$ cat src/hdl/lbsh_pkg.sv
// Shared constants, register indexes and controller/datapath interface types.
`timescale 1ns / 1ps
`default_nettype none

package lbsh_pkg;

   localparam int MAX_BINS    = 64;
   localparam int COUNT_WIDTH = 32;
   localparam int PAIR_W      = 2 * COUNT_WIDTH;
   localparam int BIN_W       = $clog2(MAX_BINS);
   localparam int NBIN_W      = $clog2(MAX_BINS + 1);
   localparam int SIZE_W      = 64;
   localparam int BOUND_W     = 32;
   localparam int RATIO_W     = 5;
   localparam int NUMB_W      = 7;
   localparam int IDX_W       = 6;
   localparam int OUT_CNT_W   = 32;

   localparam int REQ_DATA_W  = 136;
   localparam int REQ_USER_W  = 2;
   localparam int RSP_DATA_W  = 200;

   localparam int CSR_IDX_W   = 2;
   localparam int CSR_DATA_W  = 32;

   localparam logic [CSR_IDX_W-1:0] CSR_SIZE_KIND   = 2'd0;
   localparam logic [CSR_IDX_W-1:0] CSR_FIRST_BOUND = 2'd1;
   localparam logic [CSR_IDX_W-1:0] CSR_RATIO       = 2'd2;
   localparam logic [CSR_IDX_W-1:0] CSR_NUM_BINS    = 2'd3;

   localparam logic [BOUND_W-1:0] FIRST_BOUND_RST = 32'd1;
   localparam logic [RATIO_W-1:0] RATIO_RST       = 5'd2;
   localparam logic [NUMB_W-1:0]  NUM_BINS_RST    = 7'd33;

   localparam logic OP_ACCUMULATE = 1'b0;
   localparam logic OP_READ       = 1'b1;

   // Controller to datapath commands.
   typedef struct packed {
      logic load;
      logic prep;
      logic step;
      logic zero_bounds;
      logic rd;
      logic upd;
      logic miss;
   } cmd_type;

   // Datapath to controller status.
   typedef struct packed {
      logic op;
      logic in_range;
      logic k_end;
      logic k_eq_idx;
      logic idx_zero;
      logic idx_in_use;
      logic out_free;
   } status_type;

endpackage

`default_nettype wire

$ cat src/hdl/lbsh_ctrl.sv
// Controller state machine: sequences the bin walk and the counter update.
`timescale 1ns / 1ps
`default_nettype none

module lbsh_ctrl (
   input  wire logic                clock,
   input  wire logic                reset,
   input  wire logic                req_tvalid,
   output logic                     req_tready,
   input  wire lbsh_pkg::status_type sts,
   output lbsh_pkg::cmd_type         cmd
);
   import lbsh_pkg::*;

   typedef enum logic [2:0] {
      ST_IDLE,
      ST_PREP,
      ST_WALK,
      ST_RDREQ,
      ST_UPD,
      ST_MISS
   } state_type;

   state_type state_ff;
   state_type state_in;

   always_comb begin
      state_in   = state_ff;
      cmd        = '0;
      req_tready = 1'b0;
      case (state_ff)
         ST_IDLE: begin
            req_tready = 1'b1;
            if (req_tvalid) begin
               cmd.load = 1'b1;
               state_in = ST_PREP;
            end
         end
         ST_PREP: begin
            if (sts.op == OP_READ && !sts.idx_in_use) begin
               state_in = ST_MISS;
            end else if (sts.op == OP_READ && sts.idx_zero) begin
               cmd.zero_bounds = 1'b1;
               state_in        = ST_RDREQ;
            end else begin
               cmd.prep = 1'b1;
               state_in = ST_WALK;
            end
         end
         ST_WALK: begin
            if (sts.op == OP_READ) begin
               if (sts.k_eq_idx) begin
                  state_in = ST_RDREQ;
               end else begin
                  cmd.step = 1'b1;
               end
            end else if (sts.k_end) begin
               state_in = ST_MISS;
            end else if (sts.in_range) begin
               state_in = ST_RDREQ;
            end else begin
               cmd.step = 1'b1;
            end
         end
         ST_RDREQ: begin
            cmd.rd   = 1'b1;
            state_in = ST_UPD;
         end
         ST_UPD: begin
            if (sts.out_free) begin
               cmd.upd  = 1'b1;
               state_in = ST_IDLE;
            end
         end
         ST_MISS: begin
            if (sts.out_free) begin
               cmd.miss = 1'b1;
               state_in = ST_IDLE;
            end
         end
         default: begin
            state_in = ST_IDLE;
         end
      endcase
   end

   always_ff @(posedge clock) begin
      if (reset) begin
         state_ff <= ST_IDLE;
      end else begin
         state_ff <= state_in;
      end
   end

endmodule

`default_nettype wire

$ cat config.mk
export PLATFORM = sky130hd
export DESIGN_NAME = lbsh_ctrl
export DESIGN_NICKNAME = d
export VERILOG_FILES = /design/src/hdl/lbsh_pkg.sv /design/src/hdl/lbsh_ctrl.sv
export SDC_FILE = /design/constraint.sdc
export NUM_CORES = 1
export LEC_CHECK = 0
export BUFFER_PORTS_ARGS = -buffer_cell sky130_fd_sc_hd__buf_2
export CAP_MARGIN = 20
export CORE_AREA = 2 2 39 41
export DETAILED_ROUTE_END_ITERATION = 6
export DIE_AREA = 0 0 41 43
export PLACE_DENSITY = 0.53
export SYNTH_ARGS = -nofsm -noshare
export SYNTH_HDL_FRONTEND = slang
export SYNTH_SLANG_ARGS = --single-unit
$ cat constraint.sdc
create_clock -name clock -period 3.2 [get_ports clock]
set_input_delay 0.16 -clock clock [delete_from_list [all_inputs] [get_ports clock]]
set_output_delay 0.16 -clock clock [all_outputs]
set_load 0.03 [all_outputs]
Word-level counts from Yosys, hierarchy flattened
Cells that the tools add are included.
{"block": "word_totals", "register_bits": 3, "latch_bits": 0, "ramBits": 0, "rom_bits": 0, "input_bits": 10, "out_inout_bits": 8, "wordCells": 43, "mem_count": 0}
{"block": "op_classes", "addsub": 0, "multipliers": 0, "n_div": 0, "n_lt_le_gt_ge": 0, "eq_ne": 9, "shift": 0, "n_mux": 27, "bitwise": 0, "reduce_logical": 6}
{"cell": "$mux W3", "n": 7}
{"cell": "$mux W1", "n": 19}
{"cell": "$pmux W3 S5", "n": 1}
{"cell": "$eq A3 B2 Y1 const B", "n": 2}
{"cell": "$eq A3 B3 Y1 const B", "n": 2}
{"cell": "$ne A4 B4 Y1 const B", "n": 1}
{"cell": "$reduce_and A4 Y1", "n": 1}
{"cell": "$eq A3 B1 Y1 const B", "n": 1}
{"cell": "$logic_not A3 Y1", "n": 1}
{"cell": "$ne A3 B3 Y1 const B", "n": 1}
{"cell": "$logic_and A1 B1 Y1", "n": 2}
{"cell": "$ne A2 B1 Y1 const B", "n": 1}
{"cell": "$ne A2 B2 Y1 const B", "n": 1}
{"cell": "$reduce_or A2 Y1", "n": 1}
{"cell": "$logic_not A1 Y1", "n": 1}

Depth between registers and ports, before layout
Gate-level depths: netlist of the first run.
{"block": "logic_depth", "ltp_word": 4, "mapped_depth": 4, "depth_no_buf": 4}

Worst setup path before layout of the first run
OpenSTA, ideal clock, no wires.
{"block": "synth_path", "kind": "register to register", "startpoint": "register state_ff[1]", "endpoint": "register state_ff[0]", "setup_ps": 168, "t_arrival_ps": 1647, "required_time_ps": 3032, "setup_slack_ps": 1385, "stages_incl_launch_ff": 4, "path_buffers": 0, "period_less_slack_ps": 1815, "path_cell_list": "dfxtp_1 -> inv_2 -> nor4_1 -> o21ai_1"}
{"block": "synth_between", "elab_chain_cells": 4, "word_cells_on_any_way": 13, "classes_between": "eq/ne (9); mux (1); reduce/logical (3)"}
{"element": "start: declaration", "line": "lbsh_ctrl.sv:24", "text": "state_type state_ff;"}
{"element": "start signal: assignment", "line": "lbsh_ctrl.sv:91", "text": "state_ff <= state_in;"}
{"element": "$eq A3 B3 Y1", "line": "lbsh_ctrl.sv:31", "text": "case (state_ff)"}
{"element": "$reduce_or A2 Y1 (no source line)"}
{"element": "$ne A2 B1 Y1 (no source line)"}
{"element": "$reduce_and A4 Y1 (no source line)"}
Parallel ways exist; a longest one is shown, timed or not.
A chain may end at the register's enable or synchronous reset.

==> flow_metrics.py, run 1 <==
metrics = {
    "floorplanning": {
        "fp.dieH_um": 43,
        "die_x_um": 41,
        "start_util_pct": 17.3,
        "core_um2": 1380,
        "io_pins": 18,
        "core.rowCount": 14,
        "die-area_um2": 1760,
    },
    "synthesis": {
        "synth-xor-area-share_pct": 0,
        "synthesis.area_um2": 239,
        "synth_top_family_by_area": "simple AND/OR/NAND/NOR gates",
        "ys.warnings.count": 0,
        "synth-compound-area-share_pct": 19.4,
        "ys_ff_latch": 3,
        "syn_avg_cell_area_um2": 6.46,
        "muxShareOfSynthArea_pct": 0,
        "synth_nets": 47,
        "synthSimpleGateAreaFrac_pct": 47.1,
        "synthAdderAreaFrac_pct": 0,
        "syn_inst": 37,
        "ys_seq_area_share_pct": 25.1,
        "synth_cell_types": 20,
    },
    "critical_path": {
        "crit_start": "state_ff[0]",
        "worstPathArrival_ns": 1.44,
        "slowest_stage": "dfxtp_1",
        "crit_buf_inv": 2,
        "critPathTopFamily": "flip-flops",
        "worst-setup-path-type": "flip-flop to output port",
        "critPathLaunchType": "flip-flop",
        "endpoint_kind": "output port",
        "rr_startpoint": "state_ff[1]",
        "slowest_delay_ns": 0.44,
        "cp.required_ns": 3.04,
        "worstPathCellList": "inv_2, or3_1, a21oi_1, buf_2",
        "critPathMaxFanout": 7,
    },
    "timing": {
        "hold_viol": 0,
        "slew_violations": 0,
        "layout_min_cycle_time_ns": 1.60,
        "relSlewSlack_pct": 77.7,
        "fin_skew_ns": 0.00340,
        "setup_violations": 0,
        "setup_tns_ns": 0,
        "fmax_mhz": 624,
        "grt_setup_unrepaired": "false",
        "hold_slack_ns": 0.145,
        "worst_pin_slew_ns": 0.331,
        "fin_crit_sh_pct": 50.1,
    },
    "routing": {
        "highest_layer": "met4",
        "detail-route-antenna-nets": 0,
        "drc": 0,
        "drt_iter0_markers": 15,
        "dr_wl_met3_um": 57,
        "dr_wl_met2_um": 285,
        "vias_per_cell": 4.37,
        "routed_wl_um": 638,
        "drt_pre_antenna_iters": 4,
        "num_vias": 319,
        "wl_met1_um": 284,
        "wl_per_cell_um": 8.74,
    },
    "place": {
        "globalplace.congestion": 0.815,
        "place_hpwl_um": 510,
        "io_buffer_count": 17,
    },
    "power": {
        "vdd_ir_drop_max_v": 0.000162,
        "power_uw": 201,
        "pwr_density_cell_nw_per_um2": 550,
        "p_leak_uw": 0.000185,
    },
    "clock_tree": {
        "cts_inserted_buffers": 3,
        "post_cts_buffers": 0,
        "cts_sinks": 3,
        "hold_buffers": 0,
        "root_buffer": "clkbuf_4",
        "htreeDepth": 1,
        "cts_tree": "built",
        "clkTransAtPathRegs_ns": 0.04,
        "clock_path_buffers": 2,
        "clk_latency_ns": 0.23,
        "cts_resized": 0,
    },
    "global_routing": {
        "grt_max_degree": 10,
        "grt.overflow.total": 0,
        "grt_pass1_vias": 285,
        "track_usage_pct": 10.0,
        "antenna_found_initial": 0,
        "grt_pass1_wl_um": 1120,
    },
    "finish": {
        "finalNetCount": 68,
        "top_regs": "state_ff (3)",
        "largest_register_ff_count": 3,
        "diodes": 0,
        "regArea_um2": 60.1,
        "area_growth_pct": 52.9,
        "fillers": 154,
        "multi_input_area_um2": 159,
        "largest_register": "state_ff",
        "drive_above_1_share_pct": 38.6,
    },
    "job": {
        "cap_violations": 0,
    },
    "worst_hold_path": {
        "hold_class": "input pin to flip-flop",
        "hold_start": "reset",
    },
    "status": {
        "status": "finished clean",
    },
}
==> cells in the final DEF, fill, tap and decap left out, drive strengths merged, types with 2 or more instances in the layout <==
master,synthesis,routed
buf,0,17
o21ai,2,2
nand3,2,2
clkbuf,1,4
nor4,2,2
a21oi,4,4
inv,4,4
nor3,4,4
nor2,5,5
dfxtp,3,3
nand2b,2,2
==> cell type report <==
class | count | share of cell area [%]
multi-input cells | 29 | 43.5
repair buffers | 17 | 23.3
inverters | 4 | 4.11
clock buffers | 4 | 7.19
well taps | 16 | 5.48
flip-flops and latches | 3 | 16.4
==> worst reg2reg max path, delay by kind of cell (launching register included) <==
kind | cells | cell delay, ns
compound gates | 2 | 0.20
buf+inv | 1 | 0.10
flops | 1 | 0.36
simple gates | 1 | 0.47
==> synth_stat cells <==
master | count | area, µm²
or2b_1 | 1 | 7.51
nand2b_1 | 2 | 12.5
nor4_1 | 2 | 12.5
nor3_1 | 4 | 20.0
dfxtp_1 | 3 | 60.1
a21oi_1 | 4 | 20.0
or4_1 | 1 | 7.51
o311a_1 | 1 | 10.0
o21ai_1 | 1 | 5.00
or3_1 | 1 | 6.26
o21ai_0 | 1 | 5.00
nand2_1 | 1 | 3.75
inv_2 | 2 | 7.51
and2_1 | 1 | 6.26
a31oi_1 | 1 | 6.26
nand3_1 | 2 | 10.0
and2b_1 | 1 | 7.51
clkbuf_2 | 1 | 5.00
nor2_1 | 5 | 18.8
inv_1 | 2 | 7.51
==> where the power goes <==
group / switching, µW / total (µW) / internal [µW]
Combinational: 49.8 / 78.0 / 28.2
Clock: 20.0 / 66.8 / 46.8
Sequential: 12.1 / 56.2 / 44.1
Total: 81.9 / 201 / 119
==> cells by family after synthesis <==
| logic type | Yosys count |
|---|---|
| buffers and inverters | 5 |
| and+or+nand+nor | 21 |
| AOI/OAI and AO/OA | 8 |
| DFF | 3 |
==> per-stage QoR <==
step                setup WS [ns]  instances  util, %  instance area, µm²
floorplan                    1.39         37        -                 239
global placement             1.86         69     24.5                 339
detailed placement           1.86         69     24.5                 339
CTS                          1.59         73     26.4                 365
global route                 1.49         73     26.4                 365
finish                       1.60         73     26.4                 365
==> metal layers <==
metal / global-route usage (%) / up-vias
li1: - / 171
met3: 3.14 / 2
met1: 12.9 / 130
met2: 11.3 / 16
met4: 12.0 / 0
met5: 0 / -
==> final timing paths <==
check	to	slack [ns]	cells past startpoint
max	cmd[5]	1.60	4
min	state_ff[1]	0.15	2
max reg2reg	state_ff[0]	2.00	4
min reg2reg	state_ff[0]	0.57	2
(Power assumes the default switching activity.)
==> inputs of run 2 (changes only) <==
- clock period: 3.2 -> 1.55 ns (I/O delays scaled with it)
==> run 2 against run 1 <==
Net effect: die area stayed put; via count down 0.94%; worst hold slack lost 0.10 ns; non-clock buffer count stayed put; sequential power up 120%; core utilization grew 1.4 points; design area increased by 5.5%; combinational power rose by 120%; clock-buffer cell count is the same; sequential share of layout area grew 0.77 points; critical endpoint unchanged.
==> flow_metrics.py, run 2 (same netlist as run 1, synthesis figures left out) <==
metrics = {
    "status": {
        "status": "finished clean",
    },
    "clock_tree": {
        "htreeDepth": 1,
        "clkTransAtPathRegs_ns": 0.04,
        "clk_latency_ns": 0.24,
        "cts_inserted_buffers": 3,
        "cts_resized": 1,
        "hold_buffers": 0,
        "clock_path_buffers": 2,
        "cts_tree": "built",
        "root_buffer": "clkbuf_4",
        "post_cts_buffers": 0,
        "cts_sinks": 3,
    },
    "timing": {
        "worst_pin_slew_ns": 0.271,
        "fin_skew_ns": 0.00464,
        "setup_tns_ns": 0,
        "fmax_mhz": 703,
        "fin_crit_sh_pct": 91.8,
        "slew_violations": 0,
        "grt_setup_unrepaired": "false",
        "hold_viol": 0,
        "setup_violations": 0,
        "layout_min_cycle_time_ns": 1.42,
        "relSlewSlack_pct": 81.8,
    },
    "global_routing": {
        "grt.overflow.total": 0,
        "grt_pass1_wl_um": 1150,
        "grt_max_degree": 10,
        "antenna_found_initial": 0,
        "track_usage_pct": 10.2,
        "grt_pass1_vias": 297,
    },
    "place": {
        "placedCellCount": 69,
        "globalplace.congestion": 0.868,
        "place_hpwl_um": 542,
        "io_buffer_count": 17,
    },
    "finish": {
        "layout_commonest_cell": "buf_2",
        "diodes": 0,
        "area_growth_pct": 61.3,
        "largest_register": "state_ff",
        "layout.cells.non_filler": 73,
        "top_regs": "state_ff (3)",
        "final_cell_mix": "buf_2 (16), nor2_1 (5), a21oi_1 (4), clkbuf_4 (4), nor3_1 (3)",
        "finalNetCount": 68,
        "largest_register_ff_count": 3,
        "fin_util_pct": 27.8,
        "drive_above_1_share_pct": 47.4,
    },
    "floorplanning": {
        "core.rowCount": 14,
        "start_util_pct": 17.3,
        "die-area_um2": 1760,
        "core_um2": 1380,
        "die_x_um": 41,
        "fp.dieH_um": 43,
        "io_pins": 18,
    },
    "routing": {
        "routed_wl_um": 668,
        "detail-route-antenna-nets": 0,
        "drt_iter0_markers": 6,
        "vias_per_cell": 4.33,
        "num_vias": 316,
        "wl_per_cell_um": 9.15,
        "drt_pre_antenna_iters": 4,
        "drc": 0,
    },
    "worst_hold_path": {
        "hold_class": "input pin to flip-flop",
    },
    "power": {
        "power_uw": 435,
        "pwr_density_cell_nw_per_um2": 1130,
        "p_leak_uw": 0.000189,
        "vdd_ir_drop_max_v": 0.000317,
    },
    "critical_path": {
        "worst-setup-path-type": "flip-flop to output port",
        "cp.required_ns": 1.47,
        "worstPathArrival_ns": 1.35,
        "critPathLaunchType": "flip-flop",
        "endpoint_kind": "output port",
        "critPathMaxFanout": 7,
    },
    "job": {
        "cap_violations": 0,
    },
}
## run 2: cell type report
type	instances	area (µm²)
Clock buffer	4	26.3
Fill cell	163	998
Inverter	4	15.0
Multi-Input combinational cell	29	170
Sequential cell	3	66.3
Tap cell	16	20.0
Timing Repair Buffer	17	87.6
## run 2: routing by layer
metal  global-route usage (%)  part of all wire [%]  vias to the layer above
li1                         -                     -                      171
met5                        0                     0                        -
met3                     5.24                    10                        0
met1                     12.4                    49                      129
met4                     10.0                     0                        0
met2                     11.9                    41                       16
## run 2: final timing paths
check,start,end,slack [ns],cells after the start
hold reg to reg,state_ff[2],state_ff[1],0.51,1
setup / recovery,state_ff[0],cmd[5],0.13,4
setup reg to reg,state_ff[1],state_ff[0],0.37,4
hold / removal,reset,state_ff[1],0.05,2
## run 2: power by group
part / total [µW] / leakage, µW / switching [µW] / internal, µW
Clock: 143 / 0.0000150 / 45.9 / 96.8
Sequential: 124 / 0.0000261 / 28.7 / 95.4
Combinational: 168 / 0.000148 / 104 / 63.3
## run 2: through the flow
stage	hold slack (ns)	setup slack (ns)	cell area, µm²
4_1_cts	0.0439	0.0815	378
3_5_place_dp	0.301	0.242	350
6_report	0.0454	0.127	385
2_1_floorplan	0.156	0.102	250
5_1_grt	0.0488	0.00286	385
3_3_place_gp	0.307	0.265	350
## run 2: worst max-delay path, cell delays in order, from the launching register on
cell and delay (ns):
dfxtp_4 0.38, inv_2 0.07, or3_1 0.33, a21oi_1 0.12
clkbuf_4 0.20
